## src/design/lsk_pkg.sv

```systemverilog
// types and constants shared by the led scan shifter and key sampler
`default_nettype none
package lsk_pkg;

  localparam int unsigned KEY_COUNT = 5;
  localparam int unsigned SEL_BASE  = 8;

  localparam logic OP_WRITE = 1'b0;
  localparam logic OP_SCAN  = 1'b1;

  typedef struct packed {
    logic       opcode;
    logic [2:0] digit_index;
    logic [7:0] digit_value;
    logic [5:0] key_bits;
  } lsk_in_t;

  typedef struct packed {
    logic                 serial_bit;
    logic                 frame_last;
    logic [2:0]           scan_digit;
    logic [KEY_COUNT-1:0] keys_held;
    logic [KEY_COUNT-1:0] keys_long;
  } lsk_out_t;

endpackage
`default_nettype wire

```

## src/design/led_scan_shift_and_key_sample.sv

```systemverilog
// led scan shifter: digit store, serial frame output and key long-press tracking
// latency: a scan tick's first frame bit is offered the cycle after acceptance
// throughput: one frame bit per cycle from the output shift register while out_ready_i
//   is high; the next item is taken as the last bit leaves
// digit writes update the store and give no output
// reset clears digit store, position, key state and sets threshold to 2
`default_nettype none
module led_scan_shift_and_key_sample
  import lsk_pkg::*;
#(
  parameter int unsigned DIGIT_COUNT = 5,
  parameter int unsigned FRAME_BITS  = 15
) (
  input  wire logic     clk_i,
  input  wire logic     rst_ni,
  input  wire logic     cfg_we_i,
  input  wire logic [1:0] cfg_wdata_i,
  input  wire logic     in_valid_i,
  output logic          in_ready_o,
  input  wire lsk_in_t  in_data_i,
  output logic          out_valid_o,
  input  wire logic     out_ready_i,
  output lsk_out_t      out_data_o
);

  localparam int unsigned IDX_W = (DIGIT_COUNT > 1) ? $clog2(DIGIT_COUNT) : 1;
  localparam int unsigned CNT_W = $clog2(FRAME_BITS);
  localparam logic [CNT_W-1:0] CNT_LAST = CNT_W'(FRAME_BITS - 1);

  logic [7:0]            store_q [DIGIT_COUNT];
  logic [2:0]            pos_q, pos_d;
  logic [KEY_COUNT-1:0]  cur_keys_q, cur_keys_d;
  logic [1:0]            hold_q [KEY_COUNT];
  logic [1:0]            hold_d [KEY_COUNT];
  logic [KEY_COUNT-1:0]  long_q, long_d;
  logic [1:0]            thresh_q;

  logic                  busy_q;
  logic [CNT_W-1:0]      cnt_q;
  logic [FRAME_BITS-1:0] word_q, word_d;
  logic [2:0]            frame_pos_q;

  logic                  in_fire, out_fire, last_fire, scan_fire;
  logic [2:0]            pos_cur;
  logic [3:0]            pos_inc;

  assign out_valid_o = busy_q;
  assign out_fire    = out_valid_o && out_ready_i;
  assign last_fire   = out_fire && (cnt_q == CNT_LAST);
  assign in_ready_o  = !busy_q || last_fire;
  assign in_fire     = in_valid_i && in_ready_o;
  assign scan_fire   = in_fire && (in_data_i.opcode == OP_SCAN);

  // a stale position beyond the store falls back to digit zero
  assign pos_cur = ({1'b0, pos_q} < 4'(DIGIT_COUNT)) ? pos_q : 3'd0;
  assign pos_inc = {1'b0, pos_cur} + 4'd1;
  assign pos_d   = (pos_inc >= 4'(DIGIT_COUNT)) ? 3'd0 : pos_inc[2:0];

  always_comb begin
    for (int b = 0; b < FRAME_BITS; b++) begin
      if (b < SEL_BASE) begin
        word_d[b] = store_q[pos_cur[IDX_W-1:0]][b];
      end else begin
        // active low digit select
        word_d[b] = ({1'b0, pos_cur} != 4'(b - SEL_BASE));
      end
    end
  end

  always_comb begin
    logic [2:0] inc;
    logic [1:0] c;
    cur_keys_d = in_data_i.key_bits[KEY_COUNT-1:0];
    for (int k = 0; k < KEY_COUNT; k++) begin
      inc = {1'b0, hold_q[k]} + 3'd1;
      c   = (inc > {1'b0, thresh_q}) ? thresh_q : inc[1:0];
      if (cur_keys_q[k] && cur_keys_d[k]) begin
        hold_d[k] = c;
        long_d[k] = long_q[k] || (c >= thresh_q);
      end else begin
        hold_d[k] = 2'd0;
        long_d[k] = 1'b0;
      end
    end
  end

  always_ff @(posedge clk_i or negedge rst_ni) begin
    if (!rst_ni) begin
      for (int e = 0; e < DIGIT_COUNT; e++) begin
        store_q[e] <= 8'h00;
      end
      for (int k = 0; k < KEY_COUNT; k++) begin
        hold_q[k] <= 2'd0;
      end
      pos_q      <= 3'd0;
      cur_keys_q <= '0;
      long_q     <= '0;
      thresh_q   <= 2'd2;
      busy_q     <= 1'b0;
      cnt_q      <= '0;
    end else begin
      if (cfg_we_i) begin
        thresh_q <= cfg_wdata_i;
      end
      if (in_fire && (in_data_i.opcode == OP_WRITE)) begin
        for (int e = 0; e < DIGIT_COUNT; e++) begin
          if (in_data_i.digit_index == 3'(e)) begin
            store_q[e] <= in_data_i.digit_value;
          end
        end
      end
      if (scan_fire) begin
        pos_q      <= pos_d;
        cur_keys_q <= cur_keys_d;
        long_q     <= long_d;
        for (int k = 0; k < KEY_COUNT; k++) begin
          hold_q[k] <= hold_d[k];
        end
        busy_q <= 1'b1;
        cnt_q  <= '0;
      end else if (last_fire) begin
        busy_q <= 1'b0;
      end else if (out_fire) begin
        cnt_q <= cnt_q + CNT_W'(1);
      end
    end
  end

  // frame payload, loaded per scan transaction and shifted msb first
  always_ff @(posedge clk_i) begin
    if (scan_fire) begin
      word_q      <= word_d;
      frame_pos_q <= pos_cur;
    end else if (out_fire) begin
      word_q <= {word_q[FRAME_BITS-2:0], 1'b0};
    end
  end

  always_comb begin
    out_data_o.serial_bit = word_q[FRAME_BITS-1];
    out_data_o.frame_last = (cnt_q == CNT_LAST);
    out_data_o.scan_digit = frame_pos_q;
    out_data_o.keys_held  = cur_keys_q;
    out_data_o.keys_long  = long_q;
  end

`ifndef NO_ASSERTIONS
  // a scan transaction starts a fresh frame at its first bit
  a_scan_starts_frame: assert property (@(posedge clk_i) disable iff (!rst_ni)
    scan_fire |=> (out_valid_o && (cnt_q == '0)))
    else $error("scan did not start a frame");

  // a frame keeps going until its last bit is taken
  a_frame_continues: assert property (@(posedge clk_i) disable iff (!rst_ni)
    (out_fire && !last_fire) |=> out_valid_o)
    else $error("frame ended early");

  // digit and key report stay fixed across one frame
  a_frame_fields_stable: assert property (@(posedge clk_i) disable iff (!rst_ni)
    (out_fire && !last_fire) |=> ($stable(out_data_o.scan_digit)
                                  && $stable(out_data_o.keys_long)))
    else $error("frame fields changed mid frame");
`endif

endmodule
`default_nettype wire

```

## config.mk

```make
export PLATFORM = sky130hd
export DESIGN_NAME = led_scan_shift_and_key_sample
export DESIGN_NICKNAME = d
export VERILOG_FILES = /design/src/design/lsk_pkg.sv /design/src/design/led_scan_shift_and_key_sample.sv
export SDC_FILE = /design/constraint.sdc
export NUM_CORES = 1
export LEC_CHECK = 0
export ABC_AREA = 1
export CORE_UTILIZATION = 30
export DETAILED_ROUTE_END_ITERATION = 6
export DONT_BUFFER_PORTS = 1
export PLACE_DENSITY = 0.54
export SLEW_MARGIN = 15
export SYNTH_ARGS = -nofsm -noshare
export SYNTH_HDL_FRONTEND = slang
export SYNTH_SLANG_ARGS = --single-unit
```

## constraint.sdc

```tcl
create_clock -name clk_i -period 2.65 [get_ports clk_i]
set_input_delay 0.53 -clock clk_i [delete_from_list [all_inputs] [get_ports clk_i]]
set_output_delay 0.53 -clock clk_i [all_outputs]
set_load 0.005 [all_outputs]
```

==> out/metrics.cfg <==
[routing]
remaining_drc_errors=0
wire_per_inst_um=12.9
drt_first_pass_iters=4
drtIter0Drc=212
vias=3762
wirelength_um=10600
viasPerCell=4.55
final_antenna_net_count=0

[yosys]
synth.avg_cell_area_sq_um=8.25
ys_async_sr_fraction_pct=79.5
yosys_warnings=0
synth.top_cell.area_share_pct=35.1
synth-edff-count=18
synth_top_area_cell=dfrtp_1
synth_area_leaders=dfrtp_1, nand2_1, edfxtp_1
yosysSeqAreaShare_pct=46.6
synth_nets=654
netlist_area_sq_um=4920
ys_types=28
yosys_most_used_dff=dfrtp_1
netlist_instances=596
ys_seq_elements=88

[place]
dp_cells=802
post-place-ws_ns=0.121
gp_congestion=0.722
io_buffers=0
dp_hpwl_um=6870

[power_and_ir_drop]
power_density_nw_per_um2=1080
comb_power_share_pct=42.1
swShare_pct=40.5
p_int_mw=3.61
p_clk_share_pct=21.3
p_leak_nw=2.86
ir_worst_vdd_mv=0.450
p_seq_share_pct=36.6
switching_power_mw=2.46
power_mw=6.07

[floorplanning]
design.core.area_sq_um=15900
dieHeight_um=130
row_count=46
fp.dieW_um=130
ios=42
die_area_sq_um=16900
initial_core_util_pct=30.9

[final_layout]
nets=663
final_cells=826
diodes=0
synthToLayoutAreaGrowth_pct=14.8
drive_above_1_share_pct=15.7

[clock_tree]
numCtsBuffers=9
cts_root_buf=clkbuf_16
clock_sinks=88
clk_pin_slew_ns=0.07
cts-htree-levels=3
insertion_delay_ns=0.35
cts_buffer_depth=2
cts_tree=done

[critical_path]
required_ns=2.87
worst_setup_path_end_kind=flip-flop
cp-start-kind=flip-flop
path_max_fanout=6
worstPathArrival_ns=2.85
critPathKind=flip-flop to flip-flop

[timing]
finalSetupViolations=0
hold_viol_final=0
layout_min_cycle_time_ns=2.63
fin_skew_ns=0.00895
tns_ns=0
slew_headroom_pct=51.4
max_freq_ghz=0.380
fin_hold_ws_ns=0.0254
setup_slack_ns=0.0200
post-route-period-util_pct=99.2
worst_pin_slew_ns=0.729
rsz0062_at_grt=true
maxSlewViolCount=0

[status]
outcome=complete, no violations

[global_route]
grt_antenna_before_repair=0
grt_max_degree=70
grt.total_usage_pct=13.8
grt_pass1_wl_um=18300
grt_pass1_vias=3909
gr-total-overflow=0

[min_path]
min_path_type=primary input to async pin

[job]
cap_violations=0

## power by group through the flow
stage / sequential, mW / combinational [mW] / clock (mW)
6_report: 2.22 / 2.56 / 1.29
5_1_grt: 2.29 / 2.97 / 1.39
4_1_cts: 2.23 / 2.18 / 1.34
3_5_place_dp: 2.25 / 2.14 / 0
3_3_place_gp: 2.22 / 2.04 / 0
2_1_floorplan: 2.16 / 1.73 / 0
## stage by stage
step,utilization (%),instance area [sq um]
after floorplan,-,4920
after detailed placement,32.1,5120
after CTS,34.2,5460
after global placement,32.1,5120
final,35.4,5650
after global routing,35.4,5650
## layout by cell type (no fill, tap or decap)
cell and n:
inv_1 58, inv_6 2, nand2_1 225, fa_2 1, clkbuf_2 1, clkinv_8 2, buf_12 1, dfstp_2 1
nand2_2 17, nand4_4 5, o21ai_1 46, edfxtp_1 18, clkbuf_16 9, nor2_1 28, fa_1 4, inv_8 3
nand3_2 10, nand3_4 1, a21oi_2 5, mux2_2 1, nand4_2 1, nand3_1 30, buf_4 14, nand2_4 1
nor2_4 1, nor3b_1 1, o21ai_0 4, xor2_1 1, clkinvlp_4 1, o21ai_2 9, nor3_1 4, dfrtp_1 69
ha_1 26, buf_16 1, inv_2 7, ha_4 2
## synthesized netlist by cell type (2+ instances only)
cell and number:
a21oi_1 5, buf_2 7, buf_4 2, buf_6 8
clkbuf_1 2, dfrtp_1 69, edfxtp_1 18, fa_1 5
ha_1 28, inv_1 64, inv_2 2, nand2_1 240
nand2_2 2, nand3_1 40, nand4_4 5, nor2_1 28
nor3_1 4, o21ai_0 4, o21ai_1 46, o21ai_2 9
## cells by family after synthesis
family          Yosys count  synth area share (%)
simple gates            324                  28.6
flops                    88                  46.6
fa+ha+maj                33                  9.16
compound gates           64                  7.20
mux                       1                 0.229
xor+xnor                  1                 0.178
buf+inv                  85                  8.04
## area by class of cell
type	instances	area [sq um]
Inverter	66	251
Sequential cell	88	2290
Fill cell	1666	10300
Clock inverter	7	83.8
Clock buffer	9	225
Tap cell	216	270
Timing Repair Buffer	17	158
Multi-Input combinational cell	423	2360
## worst max-delay path: stages (launching register included)
cell	delay [ns]
dfstp_2	0.56
clkinvlp_4	0.22
fa_1	0.65
nand3_2	0.09
nand2_2	0.10
nand3_1	0.07
nand2_1	0.12
inv_1	0.05
ha_1	0.26
inv_1	0.05
nand2_1	0.06
a21oi_2	0.11
nand2_1	0.05
nand2_1	0.05
o21ai_1	0.06
## path summary, 6_finish.rpt
| path | depth (start not counted) | end | slack, ns | from |
|---|---|---|---|---|
| worst min-delay path | 0 | thresh_q[1] | 0.03 | rst_ni |
| min in group clk_i | 2 | cur_keys_q[2] | 0.29 | in_data_i[2] |
| worst max-delay path | 14 | long_q[3] | 0.02 | thresh_q[1] |
| worst min register to register | 2 | store_q[9] | 0.48 | store_q[9] |
| worst max register to register | 14 | long_q[3] | 0.02 | thresh_q[1] |
| max in group asynchronous | 1 | cur_keys_q[4] | 2.30 | rst_ni |
## metal layers
metal	share of wire, %	global-route usage, %
met5	0	0
met3	3.8	2.87
met1	46	16.1
met2	48	24.9
met4	1.9	4.79
## timing repair
action                                  CTS  global route
resized for setup                         0            39
endpoints found under the hold margin    69             0
setup buffers                             0             7
endpoints found under the setup margin    0             5
hold buffers                              1             0
## state kept, by name (all words and copies together) (netlist names)
register     count
store_q         40
out_valid_o      1
long_q           5
hold_q          10
pos_q            3
thresh_q         2
cur_keys_q       5
frame_pos_q      3
word_q          15
cnt_q            4
Note: power is estimated with default switching activity, not from simulation.
